**src/rtl/core/running_median_distance_filter_core_macros.svh**
```systemverilog
// assertion macros for the running median distance filter core
`ifndef RUNNING_MEDIAN_DISTANCE_FILTER_CORE_MACROS_SVH
`define RUNNING_MEDIAN_DISTANCE_FILTER_CORE_MACROS_SVH

// property that must hold at every clock edge out of reset
`define RMDF_ASSERT_ALWAYS(lbl, expr) \
  lbl: assert property (@(posedge clk) disable iff (!rst_n) (expr)) \
    else $error("rmdf check failed");

// consequent must hold in the cycle after the antecedent
`define RMDF_ASSERT_NEXT(lbl, ante, cons) \
  lbl: assert property (@(posedge clk) disable iff (!rst_n) (ante) |=> (cons)) \
    else $error("rmdf check failed");

`endif

```
**src/rtl/core/rmdf_pkg.sv**
```systemverilog
// shared types and constants of the running median distance filter
`default_nettype none
package rmdf_pkg;

  localparam int MAX_WINDOW_DEF = 16;
  localparam int DIST_W         = 16;
  localparam int STATUS_W       = 4;
  localparam int LEN_W          = 5;

  localparam logic [LEN_W-1:0]    WLEN_RESET     = 5'd3;
  localparam logic [STATUS_W-1:0] STATUS_OK      = 4'd0;
  localparam logic [STATUS_W-1:0] STATUS_TIMEOUT = 4'd1;

  typedef enum logic [1:0] {
    ST_IDLE,
    ST_PRIME,
    ST_MERGE,
    ST_WRITE
  } seq_state_t;

  // merge bookkeeping handed to the compare unit
  typedef struct packed {
    logic have_x;
    logic drop_pend;
    logic ins_pend;
  } merge_ctl_t;

  // decision returned by the compare unit
  typedef struct packed {
    logic drop_hit;
    logic take_new;
    logic emit;
    logic consume;
    logic done;
  } merge_dec_t;

endpackage
`default_nettype wire

```
**src/rtl/core/rmdf_ram.sv**
```systemverilog
// generic single write, single read ram with registered read data
`default_nettype none
module rmdf_ram #(
  parameter int WIDTH = 16,
  parameter int DEPTH = 16,
  localparam int AW = (DEPTH > 1) ? $clog2(DEPTH) : 1
) (
  input  wire logic             clk,
  input  wire logic             we,
  input  wire logic [AW-1:0]    waddr,
  input  wire logic [WIDTH-1:0] wdata,
  input  wire logic [AW-1:0]    raddr,
  output logic      [WIDTH-1:0] rdata
);

  logic [WIDTH-1:0] mem [DEPTH];

  always_ff @(posedge clk) begin
    if (we) begin
      mem[waddr] <= wdata;
    end
    rdata <= mem[raddr];
  end

endmodule
`default_nettype wire

```
**src/rtl/core/rmdf_merge_unit.sv**
```systemverilog
// compare unit for one step of the sorted list rebuild
`default_nettype none
module rmdf_merge_unit (
  input  wire logic [rmdf_pkg::DIST_W-1:0] x,
  input  wire logic [rmdf_pkg::DIST_W-1:0] v,
  input  wire logic [rmdf_pkg::DIST_W-1:0] d,
  input  wire rmdf_pkg::merge_ctl_t        ctl,
  output rmdf_pkg::merge_dec_t             dec,
  output logic      [rmdf_pkg::DIST_W-1:0] emit_data
);

  always_comb begin
    // skip one copy of the value that leaves the window
    dec.drop_hit = ctl.have_x && ctl.drop_pend && (x == d);
    // new value goes in before the first element not below it
    dec.take_new = !dec.drop_hit && ctl.ins_pend && (!ctl.have_x || (v <= x));
    dec.emit     = !dec.drop_hit && (dec.take_new || ctl.have_x);
    dec.consume  = dec.drop_hit || (ctl.have_x && !dec.take_new);
    dec.done     = !ctl.have_x && !ctl.ins_pend;
    emit_data    = dec.take_new ? v : x;
  end

endmodule
`default_nettype wire

```
**src/rtl/core/running_median_distance_filter_core.sv**
```systemverilog
// top level of the running median distance filter: sequencer, window store, output register
//
//  channel | ports                     | fields, lowest bit up
//  --------+---------------------------+------------------------------------------------
//  in      | in_tvalid/in_tready/tdata | reading_present, sensor_code, distance_mm
//  out     | out_tvalid/tready/tdata   | result_status, previous_status, latest_distance,
//          |                           | median_distance, window_nonempty, window_count
//  cfg     | cfg_we/cfg_wdata          | window_length
//
//  a valid reading passes from accept through the prime state, merge steps of the shared
//  compare unit and the write-out state; an invalid reading goes from accept straight to
//  write-out; in_tready is high only while the sequencer is idle, so a new reading is
//  accepted only after the previous one has left write-out
//  a held result waits in the output register; the next transaction is accepted meanwhile
//  and its write-out waits for the register to free
//  synchronous active-low reset, no clearing pass: only entries below the count are read
`default_nettype none
module running_median_distance_filter_core #(
  parameter int MAX_WINDOW = rmdf_pkg::MAX_WINDOW_DEF
) (
  input  wire logic        clk,
  input  wire logic        rst_n,
  // in_tdata: reading_present[0], sensor_code[4:1], distance_mm[20:5], zero pad
  input  wire logic        in_tvalid,
  output logic             in_tready,
  input  wire logic [23:0] in_tdata,
  // out_tdata: result_status[3:0], previous_status[7:4], latest_distance[23:8],
  // median_distance[39:24], window_nonempty[40], window_count[45:41], zero pad
  output logic             out_tvalid,
  input  wire logic        out_tready,
  output logic [47:0]      out_tdata,
  input  wire logic        cfg_we,
  input  wire logic [4:0]  cfg_wdata
);

  localparam int DW = rmdf_pkg::DIST_W;
  localparam int SW = rmdf_pkg::STATUS_W;
  localparam int CW = $clog2(MAX_WINDOW + 1);          // count, 0..MAX_WINDOW
  localparam int AW = (MAX_WINDOW > 1) ? $clog2(MAX_WINDOW) : 1;
  localparam int LW = (CW > rmdf_pkg::LEN_W) ? CW : rmdf_pkg::LEN_W;
  localparam int OW = CW + 1;                           // ring offset arithmetic
  localparam int SDEPTH = 2 * (2 ** AW);                // two banks of sorted list

  // input fields
  logic          in_present;
  logic [SW-1:0] in_code;
  logic [DW-1:0] in_dist;
  assign in_present = in_tdata[0];
  assign in_code    = in_tdata[4:1];
  assign in_dist    = in_tdata[20:5];

  // sequencer and window state
  rmdf_pkg::seq_state_t state_r, state_nxt;
  logic [rmdf_pkg::LEN_W-1:0] cfg_len_r;
  logic [CW-1:0] cnt_r, cnt_nxt;          // samples held
  logic [CW-1:0] cnt_new_r, cnt_new_nxt;  // count after this transaction
  logic [CW-1:0] ptr_r, ptr_nxt;          // sorted element on read data
  logic [CW-1:0] ocnt_r, ocnt_nxt;        // sorted elements written out
  logic [AW-1:0] wp_r, wp_nxt;            // ring slot for the next sample
  logic          bank_r, bank_nxt;
  logic          ins_pend_r, ins_pend_nxt;
  logic          drop_pend_r, drop_pend_nxt;
  logic [DW-1:0] v_r, v_nxt;
  logic [DW-1:0] d_r, d_nxt;
  logic [DW-1:0] latest_r, latest_nxt;
  logic [DW-1:0] median_r, median_nxt;
  logic [DW-1:0] med_new_r, med_new_nxt;
  logic [SW-1:0] status_r, status_nxt;
  logic [SW-1:0] prev_r, prev_nxt;
  logic          out_vld_r, out_vld_nxt;
  logic [47:0]   out_data_r, out_data_nxt;

  logic in_acc, out_free, invalid;
  logic [LW-1:0] len_ext, len_eff;
  logic          drop_now;
  logic [OW-1:0] old_off;
  logic [AW-1:0] old_addr;

  // ram ports
  logic          ring_we;
  logic [DW-1:0] ring_rdata;
  logic [AW:0]   s_raddr, s_waddr;
  logic          s_we;
  logic [DW-1:0] s_rdata;

  // compare unit
  rmdf_pkg::merge_ctl_t ctl;
  rmdf_pkg::merge_dec_t dec;
  logic [DW-1:0]        emit_data;

  assign in_tready  = (state_r == rmdf_pkg::ST_IDLE);
  assign in_acc     = in_tvalid && in_tready;
  assign out_free   = !out_vld_r || out_tready;
  assign out_tvalid = out_vld_r;
  assign out_tdata  = out_data_r;

  assign invalid = !in_present || (in_code != rmdf_pkg::STATUS_OK) || (in_dist == '0);

  // window length clamped to 1..MAX_WINDOW
  assign len_ext = LW'(cfg_len_r);
  always_comb begin
    if (len_ext == '0) begin
      len_eff = LW'(1);
    end else if (len_ext > LW'(MAX_WINDOW)) begin
      len_eff = LW'(MAX_WINDOW);
    end else begin
      len_eff = len_ext;
    end
  end
  // a full window drops its single oldest sample
  assign drop_now = (LW'(cnt_r) >= len_eff);

  // oldest sample sits count slots behind the write pointer
  always_comb begin
    old_off = OW'(wp_r) + OW'(MAX_WINDOW) - OW'(cnt_r);
    if (old_off >= OW'(MAX_WINDOW)) begin
      old_off = old_off - OW'(MAX_WINDOW);
    end
    old_addr = old_off[AW-1:0];
  end

  assign ctl.have_x    = (ptr_r < cnt_r);
  assign ctl.drop_pend = drop_pend_r;
  assign ctl.ins_pend  = ins_pend_r;

  rmdf_merge_unit u_merge (
    .x         (s_rdata),
    .v         (v_r),
    .d         (d_r),
    .ctl       (ctl),
    .dec       (dec),
    .emit_data (emit_data)
  );

  // ring of samples in arrival order, read once per transaction for the leaving value
  rmdf_ram #(
    .WIDTH (DW),
    .DEPTH (MAX_WINDOW)
  ) u_ring (
    .clk   (clk),
    .we    (ring_we),
    .waddr (wp_r),
    .wdata (v_r),
    .raddr (old_addr),
    .rdata (ring_rdata)
  );

  // sorted list, rebuilt from one bank into the other on each valid reading
  rmdf_ram #(
    .WIDTH (DW),
    .DEPTH (SDEPTH)
  ) u_sorted (
    .clk   (clk),
    .we    (s_we),
    .waddr (s_waddr),
    .wdata (emit_data),
    .raddr (s_raddr),
    .rdata (s_rdata)
  );

  // next state
  always_comb begin
    state_nxt = state_r;
    case (state_r)
      rmdf_pkg::ST_IDLE: begin
        if (in_acc) begin
          state_nxt = invalid ? rmdf_pkg::ST_WRITE : rmdf_pkg::ST_PRIME;
        end
      end
      rmdf_pkg::ST_PRIME: begin
        state_nxt = rmdf_pkg::ST_MERGE;
      end
      rmdf_pkg::ST_MERGE: begin
        if (dec.done) begin
          state_nxt = rmdf_pkg::ST_WRITE;
        end
      end
      rmdf_pkg::ST_WRITE: begin
        if (out_free) begin
          state_nxt = rmdf_pkg::ST_IDLE;
        end
      end
      default: state_nxt = rmdf_pkg::ST_IDLE;
    endcase
  end

  // datapath and ram controls
  always_comb begin
    cnt_nxt       = cnt_r;
    cnt_new_nxt   = cnt_new_r;
    ptr_nxt       = ptr_r;
    ocnt_nxt      = ocnt_r;
    wp_nxt        = wp_r;
    bank_nxt      = bank_r;
    ins_pend_nxt  = ins_pend_r;
    drop_pend_nxt = drop_pend_r;
    v_nxt         = v_r;
    d_nxt         = d_r;
    latest_nxt    = latest_r;
    median_nxt    = median_r;
    med_new_nxt   = med_new_r;
    status_nxt    = status_r;
    prev_nxt      = prev_r;
    out_vld_nxt   = out_vld_r && !out_tready;
    out_data_nxt  = out_data_r;
    ring_we       = 1'b0;
    s_we          = 1'b0;
    s_waddr       = {!bank_r, ocnt_r[AW-1:0]};
    s_raddr       = {bank_r, {AW{1'b0}}};

    case (state_r)
      rmdf_pkg::ST_IDLE: begin
        if (in_acc) begin
          prev_nxt      = status_r;
          status_nxt    = (invalid && (in_code == rmdf_pkg::STATUS_OK)) ?
                          rmdf_pkg::STATUS_TIMEOUT : in_code;
          med_new_nxt   = median_r;
          ptr_nxt       = '0;
          ocnt_nxt      = '0;
          v_nxt         = in_dist;
          ins_pend_nxt  = !invalid;
          drop_pend_nxt = !invalid && drop_now;
          if (invalid) begin
            cnt_new_nxt = '0;
          end else begin
            latest_nxt  = in_dist;
            cnt_new_nxt = drop_now ? cnt_r : cnt_r + CW'(1);
          end
        end
      end
      rmdf_pkg::ST_PRIME: begin
        // ring read happened at accept; now the new sample takes its slot
        d_nxt   = ring_rdata;
        ring_we = 1'b1;
        wp_nxt  = (wp_r == AW'(MAX_WINDOW - 1)) ? '0 : wp_r + AW'(1);
      end
      rmdf_pkg::ST_MERGE: begin
        if (dec.consume) begin
          ptr_nxt = ptr_r + CW'(1);
        end
        if (dec.drop_hit) begin
          drop_pend_nxt = 1'b0;
        end
        if (dec.take_new) begin
          ins_pend_nxt = 1'b0;
        end
        if (dec.emit) begin
          s_we     = 1'b1;
          ocnt_nxt = ocnt_r + CW'(1);
          if (ocnt_r == (cnt_new_r >> 1)) begin
            med_new_nxt = emit_data;
          end
        end
        s_raddr = {bank_r, (ptr_nxt < cnt_r) ? ptr_nxt[AW-1:0] : {AW{1'b0}}};
      end
      rmdf_pkg::ST_WRITE: begin
        if (out_free) begin
          cnt_nxt      = cnt_new_r;
          median_nxt   = med_new_r;
          bank_nxt     = !bank_r;
          out_vld_nxt  = 1'b1;
          out_data_nxt = {2'b00, 5'(cnt_new_r), (cnt_new_r != '0),
                          med_new_r, latest_r, prev_r, status_r};
        end
      end
      default: ;
    endcase
  end

  always_ff @(posedge clk) begin
    if (!rst_n) begin
      state_r   <= rmdf_pkg::ST_IDLE;
      cfg_len_r <= rmdf_pkg::WLEN_RESET;
      cnt_r     <= '0;
      wp_r      <= '0;
      bank_r    <= 1'b0;
      latest_r  <= '0;
      median_r  <= '0;
      status_r  <= rmdf_pkg::STATUS_OK;
      out_vld_r <= 1'b0;
    end else begin
      state_r   <= state_nxt;
      if (cfg_we) begin
        cfg_len_r <= cfg_wdata;
      end
      cnt_r     <= cnt_nxt;
      wp_r      <= wp_nxt;
      bank_r    <= bank_nxt;
      latest_r  <= latest_nxt;
      median_r  <= median_nxt;
      status_r  <= status_nxt;
      out_vld_r <= out_vld_nxt;
    end
  end

  // per-transaction working registers, no reset needed
  always_ff @(posedge clk) begin
    cnt_new_r   <= cnt_new_nxt;
    ptr_r       <= ptr_nxt;
    ocnt_r      <= ocnt_nxt;
    ins_pend_r  <= ins_pend_nxt;
    drop_pend_r <= drop_pend_nxt;
    v_r         <= v_nxt;
    d_r         <= d_nxt;
    med_new_r   <= med_new_nxt;
    prev_r      <= prev_nxt;
    out_data_r  <= out_data_nxt;
  end

`include "running_median_distance_filter_core_macros.svh"

  // the window never holds more than its storage
  `RMDF_ASSERT_ALWAYS(a_cnt_bound, cnt_r <= CW'(MAX_WINDOW))
  // an invalid reading goes straight to write-out
  `RMDF_ASSERT_NEXT(a_invalid_short, in_acc && invalid, state_r == rmdf_pkg::ST_WRITE)
  // the rebuilt list never runs past the new count
  `RMDF_ASSERT_ALWAYS(a_merge_bound,
    (state_r != rmdf_pkg::ST_MERGE) || (ocnt_r <= cnt_new_r && ptr_r <= cnt_r))
  // the leaving value is always found before the pass ends
  `RMDF_ASSERT_NEXT(a_drop_found,
    state_r == rmdf_pkg::ST_MERGE && dec.done, !drop_pend_r)

endmodule
`default_nettype wire

```
**config.mk**
```make
export PLATFORM = sky130hd
export DESIGN_NAME = running_median_distance_filter_core
export DESIGN_NICKNAME = d
export VERILOG_FILES = /design/src/rtl/core/rmdf_pkg.sv /design/src/rtl/core/rmdf_ram.sv /design/src/rtl/core/rmdf_merge_unit.sv /design/src/rtl/core/running_median_distance_filter_core.sv
export VERILOG_INCLUDE_DIRS = /design/src /design/src/rtl/core
export SDC_FILE = /design/constraint.sdc
export NUM_CORES = 1
export LEC_CHECK = 0
export BUFFER_PORTS_ARGS = -buffer_cell sky130_fd_sc_hd__buf_2
export CAP_MARGIN = 20
export CORE_MARGIN = 2
export CORE_UTILIZATION = 35
export CTS_BUF_LIST = sky130_fd_sc_hd__clkbuf_4 sky130_fd_sc_hd__clkbuf_8 sky130_fd_sc_hd__clkbuf_16
export CTS_CLUSTER_DIAMETER = 60
export CTS_CLUSTER_SIZE = 24
export DETAILED_ROUTE_END_ITERATION = 12
export SYNTH_ARGS = -nofsm -noshare
export SYNTH_HDL_FRONTEND = slang
export SYNTH_SLANG_ARGS = --single-unit
```
**constraint.sdc**
```tcl
create_clock -name clk -period 6.8 [get_ports clk]
set_clock_uncertainty 0.2 [all_clocks]
set_input_delay 1.36 -clock clk [delete_from_list [all_inputs] [get_ports clk]]
set_output_delay 1.36 -clock clk [all_outputs]
set_load 0.02 [all_outputs]
```
; Yosys cells after proc, flatten, opt, wreduce, memory -nomap -nowiden
; Memories as Yosys holds them, arrays and structs flattened. A register that Yosys moved wholly into a read port is not among the register bits.
; Cells that the tools add are included.
[word_totals]
memories = 2
out_inout_bits = 50
reg_bits = 169
wordCells = 129
ram_bits = 768
[mem_list]
columns = memory, words, width, rd, rd_clocked_by_memory_dff, wr, line_no
row1 = u_sorted.mem, 32, 16, 1, 1, 1, rmdf_ram.sv:16  ; logic [WIDTH-1:0] mem [DEPTH];
row2 = u_ring.mem, 16, 16, 1, 1, 1, rmdf_ram.sv:16
[op_classes]
add_sub_neg = 7
mux = 39
magnitude_cmp = 6
n_reduce_logical = 42
eq_ne = 13
bitwise = 1
[ops]
columns = operator, n
row1 = 16-bit 2-to-1 mux, 4
row2 = 5-bit 2-to-1 mux, 7
row3 = 16-bit one-hot mux with 2 select lines, 1
row4 = 4-bit 2-to-1 mux, 5
row5 = 5-bit one-hot mux with 2 select lines, 2
row6 = 16-bit equality test, 1
row7 = 16-bit <= comparator, 1
row8 = 16-bit zero test, 1
row9 = 5-bit by 1-bit adder with 5-bit output (second input constant), 3
row10 = 3-bit AND reduction, 5
row11 = 1-bit 2-to-1 mux, 13
row12 = 2-bit != test (second input constant), 6
row13 = 1-bit logical AND, 11
row14 = 5-bit less-than comparator, 2
row15 = 1-bit zero test, 9
row16 = 2-bit 2-to-1 mux, 4
row17 = 2-bit one-hot mux with 4 select lines, 1
row18 = 4-bit by 5-bit adder with 6-bit output (second input constant), 1
row19 = 6-bit by 5-bit greater-or-equal comparator with 1-bit output (second input constant), 1
row20 = 1-bit logical OR, 6
row21 = 2-bit AND reduction, 3
row22 = 6-bit by 5-bit subtractor with 6-bit output, 1
row23 = 5-bit by 4-bit equality test with 1-bit output, 1
row24 = 5-bit greater-or-equal comparator, 1
row25 = 16 further kinds, 18

; Depth between registers and ports, before layout
[logic_depth]
word_depth = 14
mapped_depth = 25

; Cells and area by module
; A second synthesis with hierarchy kept.
[unflattened]
hier_cells = 2209
area_unflattened_um2 = 38230.4
[modules_own_cells]
columns = module, area_each_um2, instances, cells_each, seq_area_each_um2
row1 = rmdf_ram (u_sorted), 20535.9, 1, 1143, 15695.1
row2 = rmdf_ram (u_ring), 10042.1, 1, 432, 8007.7
row3 = running_median_distance_filter_core, 6762.7, 1, 527, 4534.3
row4 = rmdf_merge_unit, 889.6, 1, 107, 0.0

; Least setup slack after synthesis
; OpenSTA, ideal clock, no wires.
[synth_timing]
path_kind = register to register
start = register v_r[15]
end = register u_sorted.rdata[13] (read register of u_sorted.mem)
n_path_buf = 2
t_arrival_ps = 5061
path_stages_with_launch = 23
synth_period_minus_slack_ps = 5349
slack_ps = 1451
path_cell_list = edfxtp_1 > ha_1 > nand4_1 > or3_1 > a21o_1 > nand3_1 > a21o_4 > nand3_1 > xor2_1 > inv_1 > ha_1 > a21o_1 > a21o_1 > a211o_1 > a2111oi_1 > a211oi_2 > a211oi_2 > buf_4 > buf_2 > o22ai_1 > a21o_1 > a22o_1 > nor4_2
[synth_between]
elab_chain_len = 11
[synth_lines]
columns = item, line_no
row1 = start: declaration, running_median_distance_filter_core.sv:63  ; logic [DW-1:0] v_r, v_nxt;
row2 = start signal: assignment, running_median_distance_filter_core.sv:303  ; v_r <= v_nxt;
row3 = 16-bit <= comparator *, rmdf_merge_unit.sv:16  ; dec.take_new = !dec.drop_hit && ctl.ins_pend && (!ctl.have_x || (v <= x));
row4 = 1-bit logical OR *, rmdf_merge_unit.sv:16
row5 = 1-bit logical AND *, rmdf_merge_unit.sv:16
row6 = 1-bit zero test *, rmdf_merge_unit.sv:18  ; dec.consume = dec.drop_hit || (ctl.have_x && !dec.take_new);
row7 = 1-bit logical AND *, rmdf_merge_unit.sv:18
row8 = 1-bit logical OR *, rmdf_merge_unit.sv:18
row9 = 5-bit 2-to-1 mux *, running_median_distance_filter_core.sv:238  ; if (dec.consume) begin
row10 = 5-bit 2-to-1 mux *, running_median_distance_filter_core.sv:211  ; case (state_r)
row11 = 5-bit less-than comparator, running_median_distance_filter_core.sv:254  ; s_raddr = {bank_r, (ptr_nxt < cnt_r) ? ptr_nxt[AW-1:0] : {AW{1'b0}}};
row12 = 4-bit 2-to-1 mux *, running_median_distance_filter_core.sv:254
row13 = 4-bit 2-to-1 mux *, running_median_distance_filter_core.sv:211
row14 = end: declaration, rmdf_ram.sv:13  ; output logic [WIDTH-1:0] rdata
; Every way passes the cells marked *; elsewhere a longest branch is shown, timed or not. The select of a mux whose other input is x is not followed.
; A chain may end at the register's enable or synchronous reset.

; Worst setup path in the final report
[layout_timing]
start = register u_sorted.rdata[14] (read register of u_sorted.mem)
end = register u_sorted.rdata[11] (read register of u_sorted.mem)
[layout_between]
elab_chain_len = 13
[layout_lines]
columns = item, line_no
row1 = "parallel branches: the longest is 7 deep, another holds 16-bit <= comparator", n/a
row2 = 1-bit logical OR *, rmdf_merge_unit.sv:18
row3 = 5-bit 2-to-1 mux *, running_median_distance_filter_core.sv:238
row4 = 5-bit 2-to-1 mux *, running_median_distance_filter_core.sv:211
row5 = 5-bit less-than comparator, running_median_distance_filter_core.sv:254
row6 = 4-bit 2-to-1 mux *, running_median_distance_filter_core.sv:254
row7 = 4-bit 2-to-1 mux *, running_median_distance_filter_core.sv:211
; Mark *: on every way between the ends. The select of a mux whose other input is x is not followed.

==> impl_metrics.yaml <==
place:
  port_buffers: 78
  placed_area_um2: 39900
  dp_slack_ns: 0.329
  dp_hpwl_um: 54100
  placedCellCount: 3829
  gp_congestion: 0.822
route:
  dr.pass1.iters: 6
  drt-vias-per-instance: 5.35
  drc_errors: 0
  vias: 21124
  first_iter_violations: 1824
  ant_nets: 0
  routedWlPerCell_um: 23.2
  wirelength_um: 91700
cells_and_area:
  syn_to_final_growth_pct: 12.3
  fin_nets: 2583
  instances_no_fill: 3946
  fin_util_pct: 39.5
  n_fill_cell: 9645
  layout-drive-gt1-share_pct: 17.0
  fin_area_um2: 42100
  n_antenna_cell: 0
worst_setup_path:
  cp.arrival_ns: 6.76
  endpoint_kind: "flip-flop"
  r2r_cells: 23
  startpoint: "u_sorted.rdata[14]"
  cp-start-kind: "flip-flop"
  r2r_start: "u_sorted.rdata[14]"
  worst_ep_required_time_ns: 7.08
  crit_fanout: 39
  r2r_setup_slack_ns: 0.33
  reg2reg_to: "u_sorted.rdata[11]"
  crit_type: "reg -> reg"
die:
  rows: 120
  core_um2: 107000
  die_w_um: 331
  die_area_um2: 110000
  die_y_um: 331
  ios: 84
  start_util_pct: 35.1
sta:
  hold_violations: 0
  layout_worst_path_cycle_share_pct: 95.2
  rsz0062_at_grt: "false"
  worst_hold_slack_ns: 0.201
  fmax_ghz: 0.154
  setup_violations: 0
  drv_slew: 0
  worst_slack_ns: 0.326
  finalCriticalPeriod_ns: 6.47
  slew_headroom_pct: 26.8
  max_slew.worst_pin.slew_ns: 1.10
  tns_ns: 0
worst_hold_path:
  min_to: "d_r[3]"
  hp-start: "u_ring.rdata[3]"
  hold_depth: 0
  hp-class: "reg -> reg"
power_and_ir_drop:
  p_total_mw: 16.4
  peakVddDrop_mv: 0.311
  p_leak_nw: 14.4
  power_density_nw_per_um2: 391
yosys:
  yosys_warnings: 0
  ys_seq_area_share_pct: 75.4
  yosysUniqueCellTypes: 56
  syn_area_um2: 37500
  ys_ff_latch: 969
  syn-instance-count: 2372
  synth-main-ff-cell: "edfxtp_1"
  synth_async_sr_flop_share_pct: 0
  synth_edf_count: 883
  syn-mean-instance-area_um2: 15.8
global_route:
  first_global_vias: 20530
  globalRouteMet2Util_pct: 26.2
  grt_overflow: 0
  grt_util_met3_pct: 2.87
  grt_pass1_wl_um: 134000
  grt_most_used_layer: "met2"
  grt_use_total_pct: 16.3
  global_route.usage.met1_pct: 22.8
  grt_max_degree: 94
  antenna_found_initial: 1
clocking:
  cts_tree: "done"
  cts_max_level: 2
  cts_root_buffer: "clkbuf_16"
  insertion_delay_ns: 0.64
  clkTransAtPathRegs_ns: 0.10
  clock-sinks: 969
  cts_max_path_buffers: 3
  numCtsBuffers: 51
status:
  status: "finished, final reports clean"
run:
  cap_violations: 0
[state kept, by name (all words and copies together) (netlist names), 2 cells and up]
name	count
ptr_r	5
ocnt_r	5
status_r	4
u_ring.mem	256
v_r	16
u_sorted.mem	512
cnt_r	5
cnt_new_r	5
latest_r	16
out_tdata	46
d_r	16
prev_r	4
med_new_r	16
state_r	2
cfg_len_r	5
median_r	16
u_sorted.rdata	16
u_ring.rdata	16
wp_r	4
[worst max-delay path by stage]
stage	endpoint	slack (ns)	cells past startpoint
finish	u_sorted.rdata[11]	0.33	23
global route	u_sorted.rdata[11]	0.06	23
CTS	u_sorted.rdata[11]	0.28	22
global placement	u_sorted.rdata[11]	0.46	22
floorplan	u_sorted.rdata[13]	1.45	22
detailed placement	u_sorted.rdata[11]	0.33	22
[worst max-delay path, cell delays in order, from the launching register on]
cell,delay [ns]
dfxtp_1,0.47
inv_1,0.11
ha_1,0.32
nand4_1,0.15
or3_1,0.39
a21o_1,0.17
nand3_1,0.24
a21o_4,0.22
nand3_1,0.13
xor2_1,0.21
inv_1,0.10
ha_1,0.31
a21o_1,0.17
a21o_1,0.19
a211o_1,0.40
a2111oi_2,0.41
a211oi_2,0.15
a211oi_4,0.28
clkbuf_16,0.30
buf_12,0.27
o22ai_1,0.12
a21oi_1,0.28
o22ai_1,0.20
nor4_2,0.48
[placed cells by master (no fill, tap or decap), types with 5 or more instances in the layout]
cell	n
a211oi_1	19
a21o_1	38
a21oi_1	300
a22o_1	16
and2_1	20
buf_12	6
buf_16	7
buf_2	78
buf_4	103
buf_8	5
clkbuf_16	57
clkbuf_4	18
clkbuf_8	5
clkinv_2	5
dfxtp_1	86
edfxtp_1	883
ha_1	45
inv_1	37
mux2_2	16
mux2i_1	24
mux4_2	64
nand2_1	255
nand2b_1	5
nand3_1	16
nand4_1	9
nor2_1	80
nor2b_1	19
nor3_1	9
nor4_1	10
nor4_2	16
o21ai_0	6
o21ai_2	16
o22ai_1	176
xnor2_1	12
xor2_1	22
[cells by family (layout without fill, tap and decap cells)]
| kind of cell | Yosys count | in the layout | synth area share, % |
|---|---|---|---|
| multiplexers | 104 | 104 | 4.97 |
| other | 1 | 2 | 0.0100 |
| buffers and inverters | 168 | 338 | 2.24 |
| AND/OR/NAND/NOR | 456 | 456 | 5.61 |
| flip-flops | 969 | 969 | 75.4 |
| XOR/XNOR | 36 | 36 | 0.842 |
| AO/OA/AOI/OAI | 591 | 591 | 9.35 |
| adder cells (fa/ha/maj) | 47 | 47 | 1.59 |
[power breakdown]
part | leakage [nW] | internal [mW] | switching [mW]
logic | 4.77 | 1.46 | 3.16
registers | 8.71 | 7.91 | 0.335
clock network | 0.890 | 1.70 | 1.89
total | 14.4 | 11.1 | 5.39
[cell usage after synthesis (10+ instances only)]
master | n | share of area, %
edfxtp_1 | 883 | 71
a21oi_1 | 301 | 4.0
nand2_1 | 256 | 2.6
o22ai_1 | 176 | 2.9
dfxtp_1 | 86 | 4.6
nor2_1 | 81 | 0.81
mux4_2 | 64 | 3.8
clkbuf_1 | 55 | 0.55
ha_1 | 46 | 1.5
a21o_1 | 38 | 0.76
inv_1 | 38 | 0.38
buf_2 | 36 | 0.48
mux2i_1 | 24 | 0.64
xor2_1 | 23 | 0.54
o21ai_0 | 22 | 0.29
and2_1 | 20 | 0.33
a211oi_1 | 19 | 0.38
nor2b_1 | 19 | 0.32
nor4_2 | 17 | 0.57
a22o_1 | 16 | 0.37
buf_4 | 16 | 0.32
mux2_2 | 16 | 0.48
nand3_1 | 16 | 0.21
buf_6 | 14 | 0.42
xnor2_1 | 13 | 0.30
nor4_1 | 10 | 0.17
[layer usage]
layer	up-vias	share of wire, %
li1	9396	-
met1	10799	43
met2	790	47
met3	137	7.2
met4	2	2.9
met5	-	0.012
[layout make-up]
type                    count  area, um^2  share of cell area (%)
clock buffers              78        1580                    3.76
clock inverters            16         180                   0.428
inverters                  40         150                   0.357
multi-input cells        1236        8530                    20.3
flip-flops and latches    969       28200                    67.1
well taps                1403        1760                    4.17
repair buffers            204        1640                    3.89
[timing repair]
item,in CTS,in global routing
setup buffers,0,8
setup endpoints to repair,0,3
gates resized for setup,0,2
hold buffers,0,0
(Power assumes the default switching activity.)
